==> src/sv/wht_pkg.sv <==
// ---------------------------------------------------------------------------
// Water heater thermostat - package
// Widths, reset values, register indexes, shared structs and digit decode.
// ---------------------------------------------------------------------------
package wht_pkg;

  localparam int SP_W       = 9;   // setpoint and scaled temperature
  localparam int PARAM_W    = 6;   // band and step size
  localparam int SEG_W      = 7;
  localparam int CNT_W      = 4;
  localparam int DIGIT_W    = 6;   // tens digit reaches 50
  localparam int CFG_IDX_W  = 3;
  localparam int CFG_DATA_W = 9;

  localparam int SCALE_MAX  = 500;
  localparam int DEC_BASE   = 10;
  // x / 10 == (x * 205) >> 11 for every x below 1029
  localparam int DIV10_MUL  = 205;
  localparam int DIV10_SH   = 11;
  localparam int DIV10_PW   = SP_W + 8;

  localparam logic [SEG_W-1:0]   SEG_BLANK   = 7'h7F;
  localparam logic [SP_W-1:0]    RST_MIN_SP  = 9'd35;
  localparam logic [SP_W-1:0]    RST_MAX_SP  = 9'd75;
  localparam logic [SP_W-1:0]    RST_INIT_SP = 9'd60;
  localparam logic [PARAM_W-1:0] RST_BAND    = 6'd5;
  localparam logic [PARAM_W-1:0] RST_STEP    = 6'd5;

  typedef enum logic [CFG_IDX_W-1:0] {
    REG_MIN_SP  = 3'd0,
    REG_MAX_SP  = 3'd1,
    REG_INIT_SP = 3'd2,
    REG_BAND    = 3'd3,
    REG_STEP    = 3'd4
  } cfg_idx_t;

  typedef struct packed {
    logic [SP_W-1:0]    min_sp;
    logic [SP_W-1:0]    max_sp;
    logic [SP_W-1:0]    init_sp;
    logic [PARAM_W-1:0] band;
    logic [PARAM_W-1:0] step;
  } cfg_t;

  typedef struct packed {
    logic            load;
    logic [SP_W-1:0] value;
  } sp_load_t;

  typedef struct packed {
    logic [SP_W-1:0]  scaled;
    logic [SEG_W-1:0] seg_ones;
    logic [SEG_W-1:0] seg_tens;
  } disp_t;

  typedef struct packed {
    logic             heater_on;
    logic             cooler_on;
    logic             cool_indicator;
    logic [SEG_W-1:0] seg_ones;
    logic [SEG_W-1:0] seg_tens;
    logic [SP_W-1:0]  current_setpoint;
    logic             decision_made;
  } res_t;

  // Active-low segments, gfedcba; anything above nine blanks
  function automatic logic [SEG_W-1:0] seg_of(input logic [DIGIT_W-1:0] d);
    logic [SEG_W-1:0] s;
    case (d)
      6'd0:    s = 7'b1000000;
      6'd1:    s = 7'b1111001;
      6'd2:    s = 7'b0100100;
      6'd3:    s = 7'b0110000;
      6'd4:    s = 7'b0011001;
      6'd5:    s = 7'b0010010;
      6'd6:    s = 7'b0000010;
      6'd7:    s = 7'b1111000;
      6'd8:    s = 7'b0000000;
      6'd9:    s = 7'b0010000;
      default: s = SEG_BLANK;
    endcase
    return s;
  endfunction

endpackage

==> src/sv/wht_sample_if.sv <==
// ---------------------------------------------------------------------------
// Water heater thermostat - sample channel
// One sensor reading and button snapshot per transfer.
// ---------------------------------------------------------------------------
interface wht_sample_if #(
  parameter int ADC_BITS = 10
);
  logic                valid;
  logic                ready;
  logic [ADC_BITS-1:0] adc_sample;
  logic                up_pressed;
  logic                down_pressed;
  logic                power_toggle;

  modport source (output valid, adc_sample, up_pressed, down_pressed, power_toggle,
                  input ready);
  modport sink   (input valid, adc_sample, up_pressed, down_pressed, power_toggle,
                  output ready);
endinterface

==> src/sv/wht_result_if.sv <==
// ---------------------------------------------------------------------------
// Water heater thermostat - result channel
// Drive levels, display segments and setpoint, one transfer per sample.
// ---------------------------------------------------------------------------
interface wht_result_if;
  import wht_pkg::*;
  logic             valid;
  logic             ready;
  logic             heater_on;
  logic             cooler_on;
  logic             cool_indicator;
  logic [SEG_W-1:0] seg_ones;
  logic [SEG_W-1:0] seg_tens;
  logic [SP_W-1:0]  current_setpoint;
  logic             decision_made;

  modport source (output valid, heater_on, cooler_on, cool_indicator, seg_ones, seg_tens,
                         current_setpoint, decision_made,
                  input ready);
  modport sink   (input valid, heater_on, cooler_on, cool_indicator, seg_ones, seg_tens,
                        current_setpoint, decision_made,
                  output ready);
endinterface

==> src/sv/wht_cfg_if.sv <==
// ---------------------------------------------------------------------------
// Water heater thermostat - configuration channel
// Register index and write data, one register per transfer.
// ---------------------------------------------------------------------------
interface wht_cfg_if;
  import wht_pkg::*;
  logic                  valid;
  logic                  ready;
  logic [CFG_IDX_W-1:0]  index;
  logic [CFG_DATA_W-1:0] data;

  modport source (output valid, index, data, input ready);
  modport sink   (input valid, index, data, output ready);
endinterface

==> src/sv/wht_cfg_regs.sv <==
// ---------------------------------------------------------------------------
// Water heater thermostat - configuration registers
// Holds limits, band and step; a write of the initial setpoint also reloads it.
// ---------------------------------------------------------------------------
module wht_cfg_regs
  import wht_pkg::*;
(
  input  logic            clk,
  input  logic            rst,
  wht_cfg_if.sink         cfg,
  output cfg_t            regs,
  output sp_load_t        sp_load
);

  logic wr;

  assign cfg.ready = 1'b1;
  assign wr        = cfg.valid;

  always_ff @(posedge clk) begin
    if (rst) begin
      regs.min_sp  <= RST_MIN_SP;
      regs.max_sp  <= RST_MAX_SP;
      regs.init_sp <= RST_INIT_SP;
      regs.band    <= RST_BAND;
      regs.step    <= RST_STEP;
    end else if (wr) begin
      unique case (cfg_idx_t'(cfg.index))
        REG_MIN_SP:  regs.min_sp  <= cfg.data[SP_W-1:0];
        REG_MAX_SP:  regs.max_sp  <= cfg.data[SP_W-1:0];
        REG_INIT_SP: regs.init_sp <= cfg.data[SP_W-1:0];
        REG_BAND:    regs.band    <= cfg.data[PARAM_W-1:0];
        REG_STEP:    regs.step    <= cfg.data[PARAM_W-1:0];
        default: ;  // unused index, write dropped
      endcase
    end
  end

  assign sp_load.load  = wr && (cfg.index == REG_INIT_SP);
  assign sp_load.value = cfg.data[SP_W-1:0];

endmodule

==> src/sv/wht_display.sv <==
// ---------------------------------------------------------------------------
// Water heater thermostat - scaling and digit decode
// Scales the reading to 0..500 and splits it into two segment digits.
// ---------------------------------------------------------------------------
module wht_display
  import wht_pkg::*;
#(
  parameter int ADC_BITS = 10
) (
  input  logic [ADC_BITS-1:0] adc,
  output disp_t               disp
);

  localparam int XW = ADC_BITS + SP_W;
  localparam logic [ADC_BITS-1:0] FULL = '1;

  logic [XW-1:0]         x;
  logic [SP_W-1:0]       q0;
  logic [ADC_BITS+1:0]   r1;
  logic [1:0]            q1;
  logic [ADC_BITS:0]     r2;
  logic                  fix;
  logic [SP_W:0]         qsum;
  logic [SP_W-1:0]       scaled;
  logic [DIV10_PW-1:0]   prod;
  logic [DIGIT_W-1:0]    tens;
  logic [SP_W-1:0]       tens_x10;
  logic [SP_W-1:0]       ones;

  // x / (2^B - 1): fold the high part back in twice, then one compare
  assign x    = XW'(adc) * XW'(SCALE_MAX);
  assign q0   = x[XW-1:ADC_BITS];
  assign r1   = (ADC_BITS+2)'(x[ADC_BITS-1:0]) + (ADC_BITS+2)'(q0);
  assign q1   = r1[ADC_BITS+1:ADC_BITS];
  assign r2   = (ADC_BITS+1)'(r1[ADC_BITS-1:0]) + (ADC_BITS+1)'(q1);
  assign fix  = (r2 >= {1'b0, FULL});
  assign qsum = (SP_W+1)'(q0) + (SP_W+1)'(q1) + (SP_W+1)'(fix);
  assign scaled = qsum[SP_W-1:0];

  assign prod     = DIV10_PW'(scaled) * DIV10_PW'(DIV10_MUL);
  assign tens     = prod[DIV10_SH +: DIGIT_W];
  assign tens_x10 = SP_W'(tens) * SP_W'(DEC_BASE);
  assign ones     = scaled - tens_x10;

  assign disp.scaled   = scaled;
  assign disp.seg_ones = seg_of(ones[DIGIT_W-1:0]);
  assign disp.seg_tens = seg_of(tens);

endmodule

==> src/sv/wht_core.sv <==
// ---------------------------------------------------------------------------
// Water heater thermostat - control core
// Power, sample count, drive levels, held digits and setpoint stepping.
// ---------------------------------------------------------------------------
module wht_core
  import wht_pkg::*;
#(
  parameter int SAMPLES_PER_DECISION = 10
) (
  input  logic     clk,
  input  logic     rst,
  input  logic     advance,
  input  logic     up,
  input  logic     down,
  input  logic     toggle,
  input  disp_t    disp,
  input  cfg_t     regs,
  input  sp_load_t sp_load,
  output res_t     res
);

  logic             power, power_next;
  logic [CNT_W-1:0] count, count_next;
  logic             heater, heater_next;
  logic             cooler, cooler_next;
  logic             indicator, indicator_next;
  logic [SEG_W-1:0] ones_seg, ones_seg_next;
  logic [SEG_W-1:0] tens_seg, tens_seg_next;
  logic [SP_W-1:0]  setpoint, setpoint_next;

  logic [CNT_W-1:0] cnt_inc;
  logic             decide;
  logic [SP_W:0]    low_cmp, high_cmp, sum_up, dn_thr;
  logic [SP_W-1:0]  sp_a, sp_b;

  always_comb begin
    power_next     = power ^ toggle;
    cnt_inc        = count + CNT_W'(1);
    decide         = 1'b0;
    count_next     = count;
    heater_next    = heater;
    cooler_next    = cooler;
    indicator_next = indicator;
    ones_seg_next  = ones_seg;
    tens_seg_next  = tens_seg;
    setpoint_next  = setpoint;

    // heater: scaled < sp - band, taken as scaled + band < sp
    low_cmp  = (SP_W+1)'(disp.scaled) + (SP_W+1)'(regs.band);
    high_cmp = (SP_W+1)'(setpoint) + (SP_W+1)'(regs.band);

    // up first, then down
    sum_up = (SP_W+1)'(setpoint) + (SP_W+1)'(regs.step);
    sp_a   = setpoint;
    if (up && (setpoint < regs.max_sp)) begin
      sp_a = (sum_up > (SP_W+1)'(regs.max_sp)) ? regs.max_sp : sum_up[SP_W-1:0];
    end
    dn_thr = (SP_W+1)'(regs.min_sp) + (SP_W+1)'(regs.step);
    sp_b   = sp_a;
    if (down && (sp_a > regs.min_sp)) begin
      sp_b = ((SP_W+1)'(sp_a) >= dn_thr) ? sp_a - SP_W'(regs.step) : regs.min_sp;
    end

    if (power_next) begin
      count_next = cnt_inc;
      if (cnt_inc >= CNT_W'(SAMPLES_PER_DECISION)) begin
        decide         = 1'b1;
        count_next     = '0;
        ones_seg_next  = disp.seg_ones;
        tens_seg_next  = disp.seg_tens;
        heater_next    = (low_cmp < (SP_W+1)'(setpoint));
        cooler_next    = ((SP_W+1)'(disp.scaled) > high_cmp);
        indicator_next = cooler_next;
      end
      setpoint_next = sp_b;
    end else begin
      heater_next    = 1'b0;
      cooler_next    = 1'b0;
      indicator_next = 1'b0;
      ones_seg_next  = SEG_BLANK;
      tens_seg_next  = SEG_BLANK;
    end
  end

  always_comb begin
    res.heater_on        = heater_next;
    res.cooler_on        = cooler_next;
    res.cool_indicator   = indicator_next;
    res.seg_ones         = ones_seg_next;
    res.seg_tens         = tens_seg_next;
    res.current_setpoint = setpoint_next;
    res.decision_made    = decide;
  end

  always_ff @(posedge clk) begin
    if (rst) begin
      power     <= 1'b0;
      count     <= '0;
      heater    <= 1'b0;
      cooler    <= 1'b0;
      indicator <= 1'b0;
      ones_seg  <= SEG_BLANK;
      tens_seg  <= SEG_BLANK;
      setpoint  <= RST_INIT_SP;
    end else if (sp_load.load) begin
      setpoint  <= sp_load.value;
    end else if (advance) begin
      power     <= power_next;
      count     <= count_next;
      heater    <= heater_next;
      cooler    <= cooler_next;
      indicator <= indicator_next;
      ones_seg  <= ones_seg_next;
      tens_seg  <= tens_seg_next;
      setpoint  <= setpoint_next;
    end
  end

endmodule

==> src/sv/water_heater_thermostat_unit.sv <==
// ---------------------------------------------------------------------------
// Water heater thermostat - top level
// Deadband heat/cool controller with a two-digit temperature display.
// ---------------------------------------------------------------------------
//  channel  | dir | carries                                     | transfer when
//  ---------+-----+---------------------------------------------+--------------
//  sample   | in  | adc_sample, up/down buttons, power toggle   | valid & ready
//  result   | out | heater, cooler, lamp, digits, setpoint, tick | valid & ready
//  cfg      | in  | register index, write data                  | valid & ready
//
//  One sample per cycle sustained while results are taken. A sample is held
//  in the input register and is decided on its way into the result
//  register, from which the result is offered.
//  Reset (rst, synchronous) empties both registers, restores the register
//  defaults, powers the unit off and blanks the display.
//  A stalled result holds the result register; the input register then
//  holds too and sample.ready drops only once both are full.
//  cfg is always ready; it is to be written only while no sample is in flight, which the block does not enforce.
// ---------------------------------------------------------------------------
module water_heater_thermostat_unit
  import wht_pkg::*;
#(
  parameter int SAMPLES_PER_DECISION = 10,
  parameter int ADC_BITS             = 10
) (
  input  logic          clk,
  input  logic          rst,
  wht_sample_if.sink    sample,
  wht_result_if.source  result,
  wht_cfg_if.sink       cfg
);

  // input register
  logic                s1_valid;
  logic [ADC_BITS-1:0] s1_adc;
  logic                s1_up;
  logic                s1_down;
  logic                s1_toggle;

  // result register
  logic out_valid;
  res_t out_res;

  logic     out_free;   // result register can take a new value
  logic     advance;    // the held sample is decided this cycle
  cfg_t     regs;
  sp_load_t sp_load;
  disp_t    disp;
  res_t     res;

  assign out_free     = !out_valid || result.ready;
  assign advance      = s1_valid && out_free;
  assign sample.ready = !s1_valid || out_free;

  always_ff @(posedge clk) begin
    if (rst) begin
      s1_valid <= 1'b0;
    end else if (sample.ready) begin
      s1_valid <= sample.valid;
    end
  end

  always_ff @(posedge clk) begin
    if (sample.ready && sample.valid) begin
      s1_adc    <= sample.adc_sample;
      s1_up     <= sample.up_pressed;
      s1_down   <= sample.down_pressed;
      s1_toggle <= sample.power_toggle;
    end
  end

  wht_cfg_regs u_cfg (
    .clk     (clk),
    .rst     (rst),
    .cfg     (cfg),
    .regs    (regs),
    .sp_load (sp_load)
  );

  // scaling and digit split for the held sample
  wht_display #(
    .ADC_BITS (ADC_BITS)
  ) u_disp (
    .adc  (s1_adc),
    .disp (disp)
  );

  // controller state moves once per decided sample, or on a setpoint load
  wht_core #(
    .SAMPLES_PER_DECISION (SAMPLES_PER_DECISION)
  ) u_core (
    .clk     (clk),
    .rst     (rst),
    .advance (advance),
    .up      (s1_up),
    .down    (s1_down),
    .toggle  (s1_toggle),
    .disp    (disp),
    .regs    (regs),
    .sp_load (sp_load),
    .res     (res)
  );

  always_ff @(posedge clk) begin
    if (rst) begin
      out_valid <= 1'b0;
    end else if (out_free) begin
      out_valid <= s1_valid;
    end
  end

  always_ff @(posedge clk) begin
    if (advance) begin
      out_res <= res;
    end
  end

  assign result.valid            = out_valid;
  assign result.heater_on        = out_res.heater_on;
  assign result.cooler_on        = out_res.cooler_on;
  assign result.cool_indicator   = out_res.cool_indicator;
  assign result.seg_ones         = out_res.seg_ones;
  assign result.seg_tens         = out_res.seg_tens;
  assign result.current_setpoint = out_res.current_setpoint;
  assign result.decision_made    = out_res.decision_made;

endmodule

==> src/flat_wrapper.sv <==
// flat-port wrapper written by rule: the top's interface ports become plain ports
module water_heater_thermostat_unit_flat import wht_pkg::*;
#(
  parameter int SAMPLES_PER_DECISION = 10,
  parameter int ADC_BITS             = 10
)
  (clk, rst, sample_valid, sample_adc_sample, sample_up_pressed, sample_down_pressed, sample_power_toggle, sample_ready, result_valid, result_heater_on, result_cooler_on, result_cool_indicator, result_seg_ones, result_seg_tens, result_current_setpoint, result_decision_made, result_ready, cfg_valid, cfg_index, cfg_data, cfg_ready);
  wht_sample_if #(.ADC_BITS(ADC_BITS)) sample_i ();
  wht_result_if result_i ();
  wht_cfg_if cfg_i ();
  input  logic clk;
  input  logic rst;
  input wire logic [$bits(sample_i.valid)-1:0] sample_valid;
  input wire logic [$bits(sample_i.adc_sample)-1:0] sample_adc_sample;
  input wire logic [$bits(sample_i.up_pressed)-1:0] sample_up_pressed;
  input wire logic [$bits(sample_i.down_pressed)-1:0] sample_down_pressed;
  input wire logic [$bits(sample_i.power_toggle)-1:0] sample_power_toggle;
  output wire logic [$bits(sample_i.ready)-1:0] sample_ready;
  output wire logic [$bits(result_i.valid)-1:0] result_valid;
  output wire logic [$bits(result_i.heater_on)-1:0] result_heater_on;
  output wire logic [$bits(result_i.cooler_on)-1:0] result_cooler_on;
  output wire logic [$bits(result_i.cool_indicator)-1:0] result_cool_indicator;
  output wire logic [$bits(result_i.seg_ones)-1:0] result_seg_ones;
  output wire logic [$bits(result_i.seg_tens)-1:0] result_seg_tens;
  output wire logic [$bits(result_i.current_setpoint)-1:0] result_current_setpoint;
  output wire logic [$bits(result_i.decision_made)-1:0] result_decision_made;
  input wire logic [$bits(result_i.ready)-1:0] result_ready;
  input wire logic [$bits(cfg_i.valid)-1:0] cfg_valid;
  input wire logic [$bits(cfg_i.index)-1:0] cfg_index;
  input wire logic [$bits(cfg_i.data)-1:0] cfg_data;
  output wire logic [$bits(cfg_i.ready)-1:0] cfg_ready;
  assign sample_i.valid = sample_valid;
  assign sample_i.adc_sample = sample_adc_sample;
  assign sample_i.up_pressed = sample_up_pressed;
  assign sample_i.down_pressed = sample_down_pressed;
  assign sample_i.power_toggle = sample_power_toggle;
  assign sample_ready = sample_i.ready;
  assign result_valid = result_i.valid;
  assign result_heater_on = result_i.heater_on;
  assign result_cooler_on = result_i.cooler_on;
  assign result_cool_indicator = result_i.cool_indicator;
  assign result_seg_ones = result_i.seg_ones;
  assign result_seg_tens = result_i.seg_tens;
  assign result_current_setpoint = result_i.current_setpoint;
  assign result_decision_made = result_i.decision_made;
  assign result_i.ready = result_ready;
  assign cfg_i.valid = cfg_valid;
  assign cfg_i.index = cfg_index;
  assign cfg_i.data = cfg_data;
  assign cfg_ready = cfg_i.ready;
  water_heater_thermostat_unit #(.SAMPLES_PER_DECISION(SAMPLES_PER_DECISION), .ADC_BITS(ADC_BITS)) u_core (.clk(clk), .rst(rst), .sample(sample_i), .result(result_i), .cfg(cfg_i));
endmodule
==> config.mk <==
export PLATFORM = sky130hd
export DESIGN_NAME = water_heater_thermostat_unit_flat
export DESIGN_NICKNAME = d
export VERILOG_FILES = /design/src/sv/wht_pkg.sv /design/src/sv/wht_sample_if.sv /design/src/sv/wht_result_if.sv /design/src/sv/wht_cfg_if.sv /design/src/sv/wht_cfg_regs.sv /design/src/sv/wht_display.sv /design/src/sv/wht_core.sv /design/src/sv/water_heater_thermostat_unit.sv /design/src/flat_wrapper.sv
export SDC_FILE = /design/constraint.sdc
export NUM_CORES = 1
export LEC_CHECK = 0
export BUFFER_PORTS_ARGS = -buffer_cell sky130_fd_sc_hd__buf_2
export CORE_ASPECT_RATIO = 1.75
export CORE_UTILIZATION = 35
export CTS_CLUSTER_DIAMETER = 30
export DETAILED_ROUTE_END_ITERATION = 7
export GPL_TIMING_DRIVEN = 0
export SLEW_MARGIN = 20
export SYNTH_ARGS = -nofsm -noshare
export SYNTH_HDL_FRONTEND = slang
export SYNTH_SLANG_ARGS = --single-unit
export TNS_END_PERCENT = 100
==> constraint.sdc <==
create_clock -name clk -period 19.2 [get_ports clk]
set_clock_uncertainty 0.15 [all_clocks]
set_input_delay 4.8 -clock clk [delete_from_list [all_inputs] [get_ports clk]]
set_output_delay 4.8 -clock clk [all_outputs]
set_load 0.02 [all_outputs]
==> results.json <==
{
  "post_synth_instance_area_um2": 11150,
  "timing.critical_path.required_ns": 19.16,
  "ctsLongestPathBuffers": 2,
  "first_pass_grt_wire_length_mm": 48.21,
  "crit_top_cell": "sky130_fd_sc_hd__ha_1",
  "tritoncts": "yes",
  "postSynthRegisterBits": 103,
  "startpoint_type_of_the_worst_setup_path": "flop",
  "timing.critical_path.from": "u_core.s1_adc[5]$_DFFE_PP_",
  "clock_latency_of_the_later_clocked_register_in_the_worst_skew_pair_ns": 0.37,
  "cts_repair_resize_count": 0,
  "global_route.overflow_total": 0,
  "vias_per_cell": 5.313,
  "path_depth": 53,
  "slew_at_the_pin_with_the_worst_max_slew_slack_ns": 1.084,
  "synthXorXnorAreaFrac_pct": 7.912,
  "die_boundary_height_um": 238.1,
  "grt_start_max_net_pins": 22,
  "drc": 0,
  "place.gp.congestion": 0.9151,
  "status": "complete, no violations",
  "route.vias.total": 9277,
  "max_freq_mhz": 61.51,
  "timing.final.hold_violations": 0,
  "initial_core_util_pct": 35.49,
  "clock-sinks": 103,
  "synth.mux.area_fraction_pct": 1.616,
  "synth_top_family_by_area": "adder cells",
  "die-width_um": 136.9,
  "placement_rows": 86,
  "critPathMaxStageDelay_ns": 0.92,
  "synth_most_common_cell": "sky130_fd_sc_hd__ha_1",
  "clkSlewWorstSetupHoldPaths_ns": 0.08,
  "design.die.area_um2": 32600,
  "synth_fa_ha_area_share_pct": 30.60,
  "crit_family": "adder cells",
  "reg2regPathDepth": 53,
  "cts.hold.buffers_added": 0,
  "diodes": 0,
  "synth_ff_type": "sky130_fd_sc_hd__dfxtp_1",
  "synthArstFlopShare_pct": 0,
  "yosys_warnings": 0,
  "synthesis.instances": 1276,
  "wl_per_cell_um": 17.31,
  "reg2reg_slack_ns": 2.94,
  "synth_common_cells": "sky130_fd_sc_hd__ha_1, sky130_fd_sc_hd__inv_1, sky130_fd_sc_hd__nand2_1, sky130_fd_sc_hd__nor2_1, sky130_fd_sc_hd__a21oi_1",
  "timing.final.crit_share_pct": 84.67,
  "yosysUniqueCellTypes": 80,
  "seq_total_area_yosys_pct": 22.09,
  "cts_inserted_buffers": 9,
  "critical-path-slowest-cell": "sky130_fd_sc_hd__o311ai_1",
  "post_synth_main_area_contributors": "sky130_fd_sc_hd__ha_1, sky130_fd_sc_hd__dfxtp_1, sky130_fd_sc_hd__edfxtp_1",
  "critical_path_buf_inv_count": 6,
  "crit-reg2reg-launch": "u_core.s1_adc[5]$_DFFE_PP_",
  "fp.coreArea_um2": 31420,
  "wirelength_mm": 30.23,
  "ioPinCount": 60,
  "hold_removal_path_class": "flop to flop",
  "antenna_violating_nets_left": 0,
  "dr.pass1.iters": 5,
  "yosys.area.top_type": "sky130_fd_sc_hd__ha_1",
  "worst_setup_path_end_kind": "flop",
  "setup_violations": 0,
  "fin_nets": 1610,
  "detailed_place_hpwl_mm": 25.28,
  "min_path_cells": 2,
  "yosys.area.top_type_share_pct": 20.99,
  "cts.root.buffer_cell": "sky130_fd_sc_hd__clkbuf_16",
  "detailed_router_s_first_iteration_violation_count": 367,
  "final.setup.tns_ns": 0,
  "timing.max_cap.violations": 0,
  "synth_fp_nets": 1541,
  "proportion_of_layout_cells_with_a_drive_suffix_above_1_pct": 7.481,
  "category_of_the_most_critical_setup_path": "flop to flop",
  "synth.avg_cell_area_um2": 8.738,
  "crit-reg2reg-capture": "u_core.result.seg_ones[0]$_DFFE_PP_",
  "syn_to_final_growth_pct": 10.21,
  "post_synth_edffs": 40,
  "rsz0062_at_grt": "no",
  "grt_usage_pct": 19.47,
  "finish.utilization_pct": 39.11,
  "final-max-slew-violation-count": 0,
  "cp_max_fo": 11,
  "max_slew_margin_pct": 26.98,
  "grt_pass1_vias": 9545,
  "cts_h_tree_depth": 3,
  "synthSimpleGateAreaFrac_pct": 14.53,
  "grt_antenna_before_repair": 1,
  "io_buffers": 57,
  "worstSetupEndpoint": "u_core.result.seg_ones[0]$_DFFE_PP_",
  "number_of_buffers_added_for_setup_after_cts": 0,
  "timing.critical_path.arrival_ns": 16.21,
  "compound_gate_portion_of_the_synthesized_area_pct": 17.46,
  "min_tclk_post_route_ns": 16.26
}
==> logic make-up (layout without fill, tap and decap cells) <==
| logic type | count (synthesis) | count (layout) |
|---|---|---|
| AOI/OAI and AO/OA | 297 | 297 |
| other | 1 | 1 |
| DFF | 103 | 103 |
| adders and majority gates | 246 | 246 |
| xor gates and xnor gates | 95 | 95 |
| and+or+nand+nor | 350 | 350 |
| buffers and inverters | 166 | 240 |
| muxes | 18 | 18 |
==> final cells by class <==
class | count | area (um^2)
plain buffers | 31 | 128.9
clock buffers | 10 | 229.0
clock inverters | 6 | 100.1
fillers | 3235 | 19130
inverters | 135 | 514.2
multi-input cells | 1007 | 8045
flip-flops and latches | 103 | 2462
well taps | 396 | 495.5
repair buffers | 58 | 312.8
==> state kept, by name, indices dropped and copies added, names as in the netlist, 4 cells and up <==
name and count:
u_core.u_core.ones_seg 7, u_core.s1_adc 10, u_core.result.current_setpoint 9, u_core.result.seg_ones 7
u_core.u_cfg.regs 30, u_core.result.seg_tens 7, u_core.u_core.setpoint 9, u_core.u_core.count 4
u_core.u_core.tens_seg 7
==> cells in the final DEF (no fill, tap or decap), types with 16 or more instances in the layout <==
master                     Yosys  layout
sky130_fd_sc_hd__inv_1       132     132
sky130_fd_sc_hd__xnor2_1      61      61
sky130_fd_sc_hd__nor2_1       95      95
sky130_fd_sc_hd__mux2i_1      18      18
sky130_fd_sc_hd__o21ai_0      55      55
sky130_fd_sc_hd__clkbuf_1     28      28
sky130_fd_sc_hd__nand3_1      28      28
sky130_fd_sc_hd__a21oi_1      94      94
sky130_fd_sc_hd__buf_2         0      57
sky130_fd_sc_hd__dfxtp_1      63      63
sky130_fd_sc_hd__nor2b_1      16      16
sky130_fd_sc_hd__nand2b_1     17      17
sky130_fd_sc_hd__xor2_1       29      29
sky130_fd_sc_hd__a21o_1       28      28
sky130_fd_sc_hd__ha_1        187     187
sky130_fd_sc_hd__edfxtp_1     40      40
sky130_fd_sc_hd__fa_1         48      48
sky130_fd_sc_hd__nand2_1     127     127
==> how the worst min path moves through the flow <==
| stage | start | end |
|---|---|---|
| floorplan | u_core.u_core.cooler$_SDFFE_PP0P_ | u_core.u_core.cooler$_SDFFE_PP0P_ |
| global placement | u_core.u_core.cooler$_SDFFE_PP0P_ | u_core.u_core.cooler$_SDFFE_PP0P_ |
| detailed placement | u_core.u_core.indicator$_SDFFE_PP0P_ | u_core.u_core.indicator$_SDFFE_PP0P_ |
| CTS | u_core.u_core.indicator$_SDFFE_PP0P_ | u_core.u_core.indicator$_SDFFE_PP0P_ |
| global route | u_core.u_core.indicator$_SDFFE_PP0P_ | u_core.u_core.indicator$_SDFFE_PP0P_ |
| finish | u_core.u_core.indicator$_SDFFE_PP0P_ | u_core.u_core.indicator$_SDFFE_PP0P_ |
==> routing by layer <==
| metal | global-route usage [%] | vias to the layer above | share of wire (%) |
|---|---|---|---|
| li1 | - | 4606 | - |
| met1 | 18.36 | 4423 | 35 |
| met2 | 38.06 | 162 | 55 |
| met3 | 2.592 | 84 | 2.5 |
| met4 | 12.35 | 2 | 6.6 |
| met5 | 0 | - | 0.036 |
==> worst reg2reg max path, delay by kind of cell, from the launching register on <==
kind	cells	cell delay, ns
AOI/OAI and AO/OA	19	5.08
buffers and inverters	6	0.86
DFF	1	0.50
adders and majority gates	17	6.34
and+or+nand+nor	6	1.46
xor gates and xnor gates	5	1.63
==> through the flow <==
stage	hold slack (ns)	cell area [um^2]	std cells	worst slack, ns
after floorplan	0.2727	11150	1276	4.924
after global placement	0.2815	11930	1729	3.052
after detailed placement	0.2903	11960	1730	2.884
after CTS	0.3020	12290	1746	2.809
after global routing	0.3184	12290	1746	1.984
final	0.2956	12290	1746	2.943
Power is left out: the tool's default activity adds up to more than one toggle a clock period on the data nets, which glitch-free logic cannot reach.
